<file path="config.mk">
export PLATFORM = sky130hd
export DESIGN_NAME = replay_session_table
export DESIGN_NICKNAME = d
export VERILOG_FILES = /design/src/sv/rsess_pkg.sv /design/src/sv/replay_session_table.sv
export SDC_FILE = /design/constraint.sdc
export NUM_CORES = 2
export LEC_CHECK = 0
export ABC_AREA = 1
export BUFFER_PORTS_ARGS = -buffer_cell sky130_fd_sc_hd__buf_2
export CORE_MARGIN = 2
export CORE_UTILIZATION = 61
export CTS_BUF_LIST = sky130_fd_sc_hd__clkbuf_4 sky130_fd_sc_hd__clkbuf_8 sky130_fd_sc_hd__clkbuf_16
export CTS_CLUSTER_DIAMETER = 100
export DETAILED_ROUTE_END_ITERATION = 8
export HOLD_SLACK_MARGIN = 0.1
export PLACE_DENSITY = 0.82
export SYNTH_ARGS = -nofsm -noshare
export SYNTH_HDL_FRONTEND = slang
export SYNTH_SLANG_ARGS = --single-unit
</file>
<file path="constraint.sdc">
create_clock -name clk -period 14.55 [get_ports clk]
set_input_delay 0.7275 -clock clk [delete_from_list [all_inputs] [get_ports clk]]
set_output_delay 0.7275 -clock clk [all_outputs]
set_load 0.03 [all_outputs]
</file>
<file path="src/sv/rsess_pkg.sv">
// shared types and constants for the replay session table
`default_nettype none

package rsess_pkg;

    localparam int NUM_SESSIONS_DEF = 8;

    localparam int ID_W   = 64;
    localparam int CTR_W  = 32;
    localparam int SLOT_W = 3;
    localparam int STAT_W = 2;

    // input beat layout of s_tdata
    localparam int IN_DATA_W  = 2 * ID_W + CTR_W;
    localparam int OUT_DATA_W = 8;

    typedef enum logic [STAT_W-1:0] {
        STATUS_OK      = 2'd0,
        STATUS_REPLAY  = 2'd1,
        STATUS_UNKNOWN = 2'd2
    } status_t;

    typedef enum logic {
        REQ_VERIFY = 1'b0,
        REQ_ADD    = 1'b1
    } req_t;

    typedef enum logic [1:0] {
        ST_IDLE,
        ST_SCAN,
        ST_UPDATE,
        ST_DELIVER
    } state_t;

    typedef struct packed {
        logic [ID_W-1:0]  id_high;
        logic [ID_W-1:0]  id_low;
        logic [CTR_W-1:0] counter;
    } entry_t;

endpackage

`default_nettype wire

</file>
<file path="src/sv/replay_session_table.sv">
// Replay session table: a recency-ordered table of 128-bit session IDs, each with the
// last accepted 32-bit counter, cleared at reset. A verify beat looks the ID up and
// reports accepted (counter stored, entry moved to the front), replay (counter not
// above the stored one) or unknown session. An add beat places the ID into the first
// empty slot, else the oldest slot past the two most recent with a zero counter, else
// the oldest slot, and moves it to the front with a zero counter. One compare unit
// looks at the head of the table while the table rotates through it, one entry per
// cycle; a beat then passes the update and deliver states before the next beat can
// be taken, and the deliver state registers the result once the output is free. The
// next request is taken while a finished result still waits on the output.
`default_nettype none

module replay_session_table #(
    parameter int NUM_SESSIONS = rsess_pkg::NUM_SESSIONS_DEF
) (
    input  wire logic                             clk,
    input  wire logic                             rst_n,
    input  wire logic                             s_tvalid,
    output logic                                  s_tready,
    // session_id_high [63:0], session_id_low [127:64], nonce_counter [159:128]
    input  wire logic [rsess_pkg::IN_DATA_W-1:0]  s_tdata,
    // req_type [0]
    input  wire logic                             s_tuser,
    output logic                                  m_tvalid,
    input  wire logic                             m_tready,
    // status [1:0], slot_found [4:2], zeros [7:5]
    output logic [rsess_pkg::OUT_DATA_W-1:0]      m_tdata
);

    localparam int IDX_W = $clog2(NUM_SESSIONS);
    localparam int SEXT_W = (IDX_W > rsess_pkg::SLOT_W) ? IDX_W : rsess_pkg::SLOT_W;
    localparam int ID_W = rsess_pkg::ID_W;
    localparam int CTR_W = rsess_pkg::CTR_W;

    rsess_pkg::state_t state_reg, state_next;
    rsess_pkg::entry_t table_reg [NUM_SESSIONS];
    rsess_pkg::entry_t table_next [NUM_SESSIONS];

    logic                req_reg, req_next;
    logic [ID_W-1:0]     hi_reg, hi_next;
    logic [ID_W-1:0]     lo_reg, lo_next;
    logic [CTR_W-1:0]    ctr_reg, ctr_next;

    logic [IDX_W-1:0]    scan_idx_reg, scan_idx_next;
    logic                match_found_reg, match_found_next;
    logic [IDX_W-1:0]    match_idx_reg, match_idx_next;
    logic                replay_reg, replay_next;
    logic                empty_found_reg, empty_found_next;
    logic [IDX_W-1:0]    empty_idx_reg, empty_idx_next;
    logic                zero_found_reg, zero_found_next;
    logic [IDX_W-1:0]    zero_idx_reg, zero_idx_next;

    rsess_pkg::status_t            res_status_reg, res_status_next;
    logic [rsess_pkg::SLOT_W-1:0]  res_slot_reg, res_slot_next;

    logic                               m_tvalid_reg, m_tvalid_next;
    logic [rsess_pkg::OUT_DATA_W-1:0]   m_tdata_reg, m_tdata_next;

    // shared compare unit on the head of the table
    rsess_pkg::entry_t head;
    logic              id_eq;
    logic              ctr_zero;
    logic              top_zero;
    logic              not_newer;

    // update selection
    logic              do_move;
    logic [IDX_W-1:0]  move_pos;
    logic [IDX_W-1:0]  rep_idx;
    logic [SEXT_W-1:0] rep_ext;
    rsess_pkg::entry_t new_entry;

    assign head      = table_reg[0];
    assign id_eq     = (head.id_high == hi_reg) && (head.id_low == lo_reg);
    assign ctr_zero  = (head.counter == '0);
    assign top_zero  = (head.id_high[ID_W-1:ID_W/2] == '0);
    assign not_newer = (ctr_reg <= head.counter);

    assign s_tready = (state_reg == rsess_pkg::ST_IDLE);
    assign m_tvalid = m_tvalid_reg;
    assign m_tdata  = m_tdata_reg;

    always_ff @(posedge clk or negedge rst_n)
    begin
        if (!rst_n)
        begin
            state_reg       <= rsess_pkg::ST_IDLE;
            scan_idx_reg    <= '0;
            match_found_reg <= 1'b0;
            empty_found_reg <= 1'b0;
            zero_found_reg  <= 1'b0;
            m_tvalid_reg    <= 1'b0;
            for (int k = 0; k < NUM_SESSIONS; k++)
            begin
                table_reg[k] <= '0;
            end
        end
        else
        begin
            state_reg       <= state_next;
            scan_idx_reg    <= scan_idx_next;
            match_found_reg <= match_found_next;
            empty_found_reg <= empty_found_next;
            zero_found_reg  <= zero_found_next;
            m_tvalid_reg    <= m_tvalid_next;
            for (int k = 0; k < NUM_SESSIONS; k++)
            begin
                table_reg[k] <= table_next[k];
            end
        end
    end

    always_ff @(posedge clk)
    begin
        req_reg        <= req_next;
        hi_reg         <= hi_next;
        lo_reg         <= lo_next;
        ctr_reg        <= ctr_next;
        match_idx_reg  <= match_idx_next;
        replay_reg     <= replay_next;
        empty_idx_reg  <= empty_idx_next;
        zero_idx_reg   <= zero_idx_next;
        res_status_reg <= res_status_next;
        res_slot_reg   <= res_slot_next;
        m_tdata_reg    <= m_tdata_next;
    end

    // choice of slot and replacement entry for the update cycle
    always_comb
    begin
        do_move   = 1'b0;
        move_pos  = '0;
        rep_idx   = '0;
        new_entry = '{id_high: hi_reg, id_low: lo_reg, counter: ctr_reg};
        if (req_reg == rsess_pkg::REQ_ADD)
        begin
            do_move = 1'b1;
            // an add always leaves a zero counter in the chosen slot
            new_entry.counter = '0;
            if (empty_found_reg)
            begin
                move_pos = empty_idx_reg;
            end
            else if (zero_found_reg)
            begin
                move_pos = zero_idx_reg;
            end
            else
            begin
                move_pos = IDX_W'(NUM_SESSIONS - 1);
            end
            rep_idx = move_pos;
        end
        else if (match_found_reg)
        begin
            rep_idx  = match_idx_reg;
            do_move  = !replay_reg;
            move_pos = match_idx_reg;
        end
        rep_ext = SEXT_W'(rep_idx);
    end

    always_comb
    begin
        state_next       = state_reg;
        req_next         = req_reg;
        hi_next          = hi_reg;
        lo_next          = lo_reg;
        ctr_next         = ctr_reg;
        scan_idx_next    = scan_idx_reg;
        match_found_next = match_found_reg;
        match_idx_next   = match_idx_reg;
        replay_next      = replay_reg;
        empty_found_next = empty_found_reg;
        empty_idx_next   = empty_idx_reg;
        zero_found_next  = zero_found_reg;
        zero_idx_next    = zero_idx_reg;
        res_status_next  = res_status_reg;
        res_slot_next    = res_slot_reg;
        m_tvalid_next    = m_tvalid_reg && !m_tready;
        m_tdata_next     = m_tdata_reg;
        for (int k = 0; k < NUM_SESSIONS; k++)
        begin
            table_next[k] = table_reg[k];
        end

        unique case (state_reg)
            rsess_pkg::ST_IDLE:
            begin
                if (s_tvalid)
                begin
                    req_next         = s_tuser;
                    hi_next          = s_tdata[ID_W-1:0];
                    lo_next          = s_tdata[2*ID_W-1:ID_W];
                    ctr_next         = s_tdata[2*ID_W+CTR_W-1:2*ID_W];
                    scan_idx_next    = '0;
                    match_found_next = 1'b0;
                    empty_found_next = 1'b0;
                    zero_found_next  = 1'b0;
                    state_next       = rsess_pkg::ST_SCAN;
                end
            end
            rsess_pkg::ST_SCAN:
            begin
                if (id_eq && !match_found_reg)
                begin
                    match_found_next = 1'b1;
                    match_idx_next   = scan_idx_reg;
                    replay_next      = not_newer;
                end
                if (top_zero && ctr_zero && !empty_found_reg)
                begin
                    empty_found_next = 1'b1;
                    empty_idx_next   = scan_idx_reg;
                end
                // the last zero counter seen from slot 2 upward is the oldest one
                if (ctr_zero && (scan_idx_reg >= IDX_W'(2)))
                begin
                    zero_found_next = 1'b1;
                    zero_idx_next   = scan_idx_reg;
                end
                // rotate so the next entry reaches the head; a full pass restores order
                for (int k = 0; k < NUM_SESSIONS - 1; k++)
                begin
                    table_next[k] = table_reg[k+1];
                end
                table_next[NUM_SESSIONS-1] = table_reg[0];
                if (scan_idx_reg == IDX_W'(NUM_SESSIONS - 1))
                begin
                    state_next = rsess_pkg::ST_UPDATE;
                end
                else
                begin
                    scan_idx_next = scan_idx_reg + IDX_W'(1);
                end
            end
            rsess_pkg::ST_UPDATE:
            begin
                if (do_move)
                begin
                    table_next[0] = new_entry;
                    for (int k = 1; k < NUM_SESSIONS; k++)
                    begin
                        if (IDX_W'(k) <= move_pos)
                        begin
                            table_next[k] = table_reg[k-1];
                        end
                    end
                end
                if (req_reg == rsess_pkg::REQ_ADD)
                begin
                    res_status_next = rsess_pkg::STATUS_OK;
                end
                else if (!match_found_reg)
                begin
                    res_status_next = rsess_pkg::STATUS_UNKNOWN;
                end
                else if (replay_reg)
                begin
                    res_status_next = rsess_pkg::STATUS_REPLAY;
                end
                else
                begin
                    res_status_next = rsess_pkg::STATUS_OK;
                end
                res_slot_next = rep_ext[rsess_pkg::SLOT_W-1:0];
                state_next    = rsess_pkg::ST_DELIVER;
            end
            rsess_pkg::ST_DELIVER:
            begin
                if (!m_tvalid_reg || m_tready)
                begin
                    m_tvalid_next = 1'b1;
                    m_tdata_next  = {3'b000, res_slot_reg, res_status_reg};
                    state_next    = rsess_pkg::ST_IDLE;
                end
            end
            default:
            begin
                state_next = rsess_pkg::ST_IDLE;
            end
        endcase
    end

endmodule

`default_nettype wire

</file>
# Word level (Yosys, flattened, before mapping)
# Cells that the tools add are included.
# classes
add_sub_neg,1
magnitude_cmp,9
eq_ne,21
mux,34
bitwise,1
reduce_logical,36
# ops
cell,n
one-hot mux 1280 bit (2 select lines),1
two-way mux 1280 bit,1
two-way mux 160 bit,7
== test 64 bit,2
logical NOT 32 bit,2
AND reduction 3 bit,12
less-or-equal comparator 32 bit,1
two-way mux 32 bit,1
!= test 2 bit (second input constant),15
two-way mux 3 bit,6
less-or-equal comparator 3 bit (first input constant),4
AND reduction 2 bit,6
two-way mux 1 bit,9
two-way mux 2 bit,4
one-hot mux 2 bit (4 select lines),1
less-or-equal comparator 2 x 3 -> 1 bit (first input constant),2
logical AND 1 bit,6
one-hot mux 1 bit (2 select lines),3
one-hot mux 3 bit (2 select lines),1
logical NOT 1 bit,5
== test 2 bit (second input constant),2
nonzero test 2 bit,2
adder 3 x 1 -> 3 bit (second input constant),1
== test 3 bit (second input constant),1
other kinds (7),7
# word_totals
regBits,1470
inputBits,165
out_inout_bits,10
word_cells,144

# Logic depth before layout (Yosys ltp)
# logic_depth
depth_word,7
ltp_mapped,14
mapped_depth_nobuf,12

# Worst setup path after synthesis
# Ideal clock, no wire load.
# synth_path
path_kind,register to register
start,register state_reg[0]
end,register scan_idx_reg[1]
setup_ns,0.122
arrival_time_ns,4.808
path_slack_ns,9.621
stages_incl_launch_ff,9
period_less_slack_ns,4.929
path_cell_list,dfrtp_1 -> inv_1 -> ha_1 -> nand2_1 -> inv_1 -> a21oi_1 -> a21oi_1 -> inv_1 -> a32o_1
# synth_via
elab_chain_cells,3
# synth_lines
element,line_no,source
from (decl),replay_session_table.sv:35,"rsess_pkg::state_t state_reg, state_next;"
from (signal assigned),replay_session_table.sv:87,state_reg <= rsess_pkg::ST_IDLE;
from (signal assigned),replay_session_table.sv:100,state_reg <= state_next;
logical NOT 2 bit *,n/a,
via s_tready,replay_session_table.sv:19,"output logic s_tready,"
!= test 2 bit (no line) / nonzero test 2 bit (equally long branches),n/a,
AND reduction 3 bit (no line),n/a,
to (signal assigned),replay_session_table.sv:101,scan_idx_reg <= scan_idx_next;
to (decl),replay_session_table.sv:44,"logic [IDX_W-1:0] scan_idx_reg, scan_idx_next;"
# The timed path passes the listed nets; every way through them passes the cells marked *.
# A chain may end at the register's enable or synchronous reset.

# Worst setup path in the final report
# layout_path
start,register state_reg[0]
end,register table_reg[222] (netlist name)
# layout_via
elab_chain_cells,3
# layout_lines
element,line_no,source
== test 2 bit / == test 2 x 1 -> 1 bit (equally long branches),replay_session_table.sv:187,unique case (state_reg)
!= test 2 bit (no line) / nonzero test 2 bit (equally long branches),n/a,
AND reduction 3 bit (no line),n/a,
"to (signal, indexed assignment)",replay_session_table.sv:108,table_reg[k] <= table_next[k];
to (decl),replay_session_table.sv:36,rsess_pkg::entry_t table_reg [NUM_SESSIONS];
# Parallel ways exist; a longest one is shown, timed or not.

==> impl_results.rst <==
.. list-table::
   :header-rows: 1

   * - Metric
     - Value
   * - Proportion of register bits with asynchronous set or reset after synthesis
     - ~90%
   * - CTS tree
     - done
   * - Worst EP required
     - 15150 ps
   * - Mean Syn Cell Area
     - between 8 and 9 µm²
   * - TritonCTS buffer count
     - approximately 150
   * - Count of placed standard cells including taps
     - 9933
   * - Cells resized by post-CTS repair
     - 0
   * - Capturing element type of the critical path
     - register
   * - Kind of start point of the critical path
     - register
   * - Worst Setup Path Type
     - reg2reg
   * - Count of final setup violators
     - 0
   * - Post-DRT Antenna Nets
     - 0
   * - RSZ-0062 raised after global routing
     - false
   * - Avg WL per Cell
     - 15.8 µm
   * - FF+latch count, synth
     - roughly 1500
   * - Library cell contributing the largest single delay on the critical path
     - sky130_fd_sc_hd__buf_4
   * - Switching power
     - 8.07 mW
   * - Flip-flop count of the largest register, all copies and words added
     - roughly 1100
   * - Hold-fix buffers at CTS
     - 53
   * - Starting utilization of the core area
     - approximately 62%
   * - Worst Skew
     - around 22 ps
   * - Sum of negative setup slack
     - 0 ps
   * - Share of synthesized area occupied by flip-flops and latches
     - 53.6%
   * - Wire length of the first global-routing pass
     - approximately 270000 µm
   * - Count of flip-flops with a built-in enable after synthesis
     - roughly 180
   * - Fraction of the cycle the final worst path needs
     - roughly 40%
   * - Crit path time final
     - between 5000 and 6000 ps
   * - Layout-stage area growth over the synthesis result
     - 9.38%
   * - Global placement routability congestion
     - a little over 0.8
   * - Clock sink total
     - around 1500
   * - Total length of routed wires
     - between 150000 and 200000 µm
   * - Total power density per cell area
     - 238 mW/mm²
   * - Number of antenna violations at the first check in global routing
     - 3
   * - Hold violation count in the final report
     - 0
   * - Total number of nets in the final design
     - between 8000 and 9000
   * - Maximum fanout encountered on the critical timing path
     - around 130
   * - Synthesized area
     - ~0.07 mm²
   * - Number of vias in the routed layout
     - roughly 57000
   * - GR Overflow Total
     - 0
   * - Post-detailed-placement half-perimeter wirelength
     - ~93000 µm
   * - Via-to-Cell Ratio
     - about 5.5
   * - Most common library cells after synthesis
     - 2474 x sky130_fd_sc_hd__nand2_1, 1742 x sky130_fd_sc_hd__o21ai_0, 1289 x sky130_fd_sc_hd__dfrtp_1, 1289 x sky130_fd_sc_hd__inv_1, 405 x sky130_fd_sc_hd__o21ai_1
   * - Share of layout cells above drive strength 1
     - under 10%
   * - Setup bufs post-CTS
     - 0
   * - Clock root cell
     - sky130_fd_sc_hd__clkbuf_16
   * - Maximum vdd drop
     - between 0.5 and 0.6 mV
   * - Status
     - completed
   * - Remaining DRCs
     - 0
   * - Worst slew pin tran
     - 1160 ps
   * - Library cell with the largest summed area after synthesis
     - sky130_fd_sc_hd__dfrtp_1
   * - Number of global-route vias before repair
     - between 50000 and 60000
   * - Bufs and invs on worst path
     - 5
   * - Leakage power summed over all cells
     - between 30 and 40 nW
   * - Core Footprint
     - 0.114 mm²
   * - Number of library cell types mapped by synthesis
     - 36
   * - Critical path arrival
     - between 6000 and 7000 ps
   * - Sequential cell fraction of total power
     - between 30% and 40%
   * - Portion of total power attributed to combinational logic
     - between 40 and 50%
   * - Number of violations of the max-capacitance limit
     - 0
   * - Height of the chip
     - 344 µm
   * - Longest individual stage delay on the worst path
     - between 900 and 1000 ps
   * - Share of the synthesized area in the top cell type
     - a little under half
   * - Class of the most critical hold timing path
     - in2reg
   * - Internal power contribution
     - 10.2 mW
   * - Clk network pwr share
     - 22.4%
   * - Number of placed I/O pins
     - 175
   * - Htree depth
     - 4
   * - Most common cell type on the critical path
     - sky130_fd_sc_hd__buf_4
   * - Worst-path clk slew
     - 60 ps
   * - Number of warnings issued by yosys
     - 0
   * - Max-slew violation total from the final report
     - 0
   * - Ranking of synthesized cells by area
     - sky130_fd_sc_hd__dfrtp_1 46%, sky130_fd_sc_hd__nand2_1 13%, sky130_fd_sc_hd__o21ai_0 12%, sky130_fd_sc_hd__edfxtp_1 7.7%, sky130_fd_sc_hd__inv_1 6.9%
   * - Finished Layout Cells
     - 10300
   * - Fmax
     - 175 MHz
   * - Library cell with the highest instance count after synthesis
     - sky130_fd_sc_hd__nand2_1
   * - Slew HR
     - a little under a quarter
   * - Die X-Extent
     - ~340 µm
   * - Initial DRC Count
     - roughly 5700
   * - Most common flop cell mapped by yosys
     - sky130_fd_sc_hd__dfrtp_1
   * - Worst-skew pair later-pin latency
     - 780 ps
   * - All-Layer GR Usage
     - between 20 and 30%
   * - Sw frac
     - 44.1%
   * - Area of the die
     - ~0.12 mm²
   * - Count of standard-cell rows
     - about 120
   * - Post-synthesis cell count
     - between 8000 and 9000
   * - Cell breakdown of the critical path
     - inv_1 > ha_4 > buf_4 > buf_4 > buf_4 > buf_4 > o21ai_0 > nand2_1 > o21ai_0
   * - Final core utilization
     - between 60% and 70%
   * - Port Buffers
     - 171
   * - Pin count of the biggest net entering global routing
     - roughly 300
   * - First-pass iteration count of the detailed router
     - 6
   * - Top cell family by delay on the critical path
     - buffers and inverters
   * - Maximum count of clock buffers along a single path
     - 3
[power by group through the flow]
stage / clock, mW / combinational (mW) / sequential (mW)
after CTS: 4.16 / 7.70 / 6.47
after global placement: 0 / 7.25 / 6.47
final: 4.11 / 7.71 / 6.49
after floorplan: 0 / 6.07 / 6.29
after global routing: 4.33 / 8.82 / 6.64
after detailed placement: 0 / 7.60 / 6.52
[worst register-to-register path: cells and delay by family (launching register included)]
kind                     cells  cell delay (ps)
adder cells (fa/ha/maj)      1              760
flip-flops                   1              400
AND/OR/NAND/NOR              1              110
AO/OA/AOI/OAI                2              400
buffers and inverters        5             3870
[metal layers]
layer	track usage (%)	wire, µm	vias to the layer above
li1	-	-	27700
met1	39.2	71100	27000
met2	44.9	77100	1622
met3	4.27	10100	285
met4	8.89	4130	4
met5	0	27	-
[cells by family after synthesis]
group                      Yosys count  synth area share [%]
and+or+nand+nor                   2735                  14.8
AOI/OAI and AO/OA                 2633                  20.0
buffers and inverters             1863                  10.7
DFF                               1470                  53.6
adders and majority gates           38                 0.676
xor gates and xnor gates            19                 0.237
other                                1               0.00533
[placed cells by master, fill, tap and decap left out, drive strengths merged, types with 13 or more instances in the layout]
master / netlist / routed
nand2: 2475 / 2475
o21ai: 2150 / 2150
inv: 1295 / 1299
dfrtp: 1289 / 1289
o211ai: 278 / 278
clkbuf: 192 / 229
buf: 376 / 228
nor2: 208 / 208
edfxtp: 181 / 181
a21oi: 137 / 137
dlygate4sd3: 0 / 53
o21a: 41 / 41
ha: 38 / 38
clkinv: 0 / 37
nand4: 21 / 21
nor4: 13 / 13
bufinv: 0 / 13
[stage by stage]
stage | instance area, µm² | power [mW] | setup WS, ps | hold slack (ps)
6_report | 76900 | 18.3 | 8850 | 133
5_1_grt | 76900 | 19.8 | 8240 | 106
4_1_cts | 76900 | 18.3 | 8910 | 100
3_5_place_dp | 71000 | 14.1 | 8920 | 413
3_3_place_gp | 71000 | 13.7 | 9100 | 413
2_1_floorplan | 70300 | 12.4 | 9620 | 400
[final timing paths]
path	from	slack (ps)	cells past startpoint	end
setup / recovery	state_reg[0]$_DFFE_PN0P_	8850	9	table_reg[222]$_DFFE_PN0P_
hold / removal	s_tdata[56]	130	1	hi_reg[56]$_DFFE_PP_
setup reg to reg	state_reg[0]$_DFFE_PN0P_	8850	9	table_reg[222]$_DFFE_PN0P_
hold reg to reg	res_slot_reg[1]$_DFFE_PP_	440	0	m_tdata[3]$_DFFE_PP_
max in group asynchronous	rst_n	10660	5	table_reg[386]$_DFFE_PN0P_
min in group asynchronous	rst_n	610	2	table_reg[327]$_DFFE_PN0P_
[area by class of cell]
| class | instances | area [µm²] |
|---|---|---|
| Sequential cell | 1470 | 37700 |
| Fill cell | 8841 | 37400 |
| Multi-Input combinational cell | 5428 | 25200 |
| Inverter | 1295 | 4880 |
| Clock buffer | 229 | 4690 |
| Timing Repair Buffer | 281 | 1930 |
| Tap cell | 1512 | 1890 |
| Clock inverter | 55 | 652 |
| Antenna cell | 1 | 2.50 |
Power figures use the tool's default switching activity.
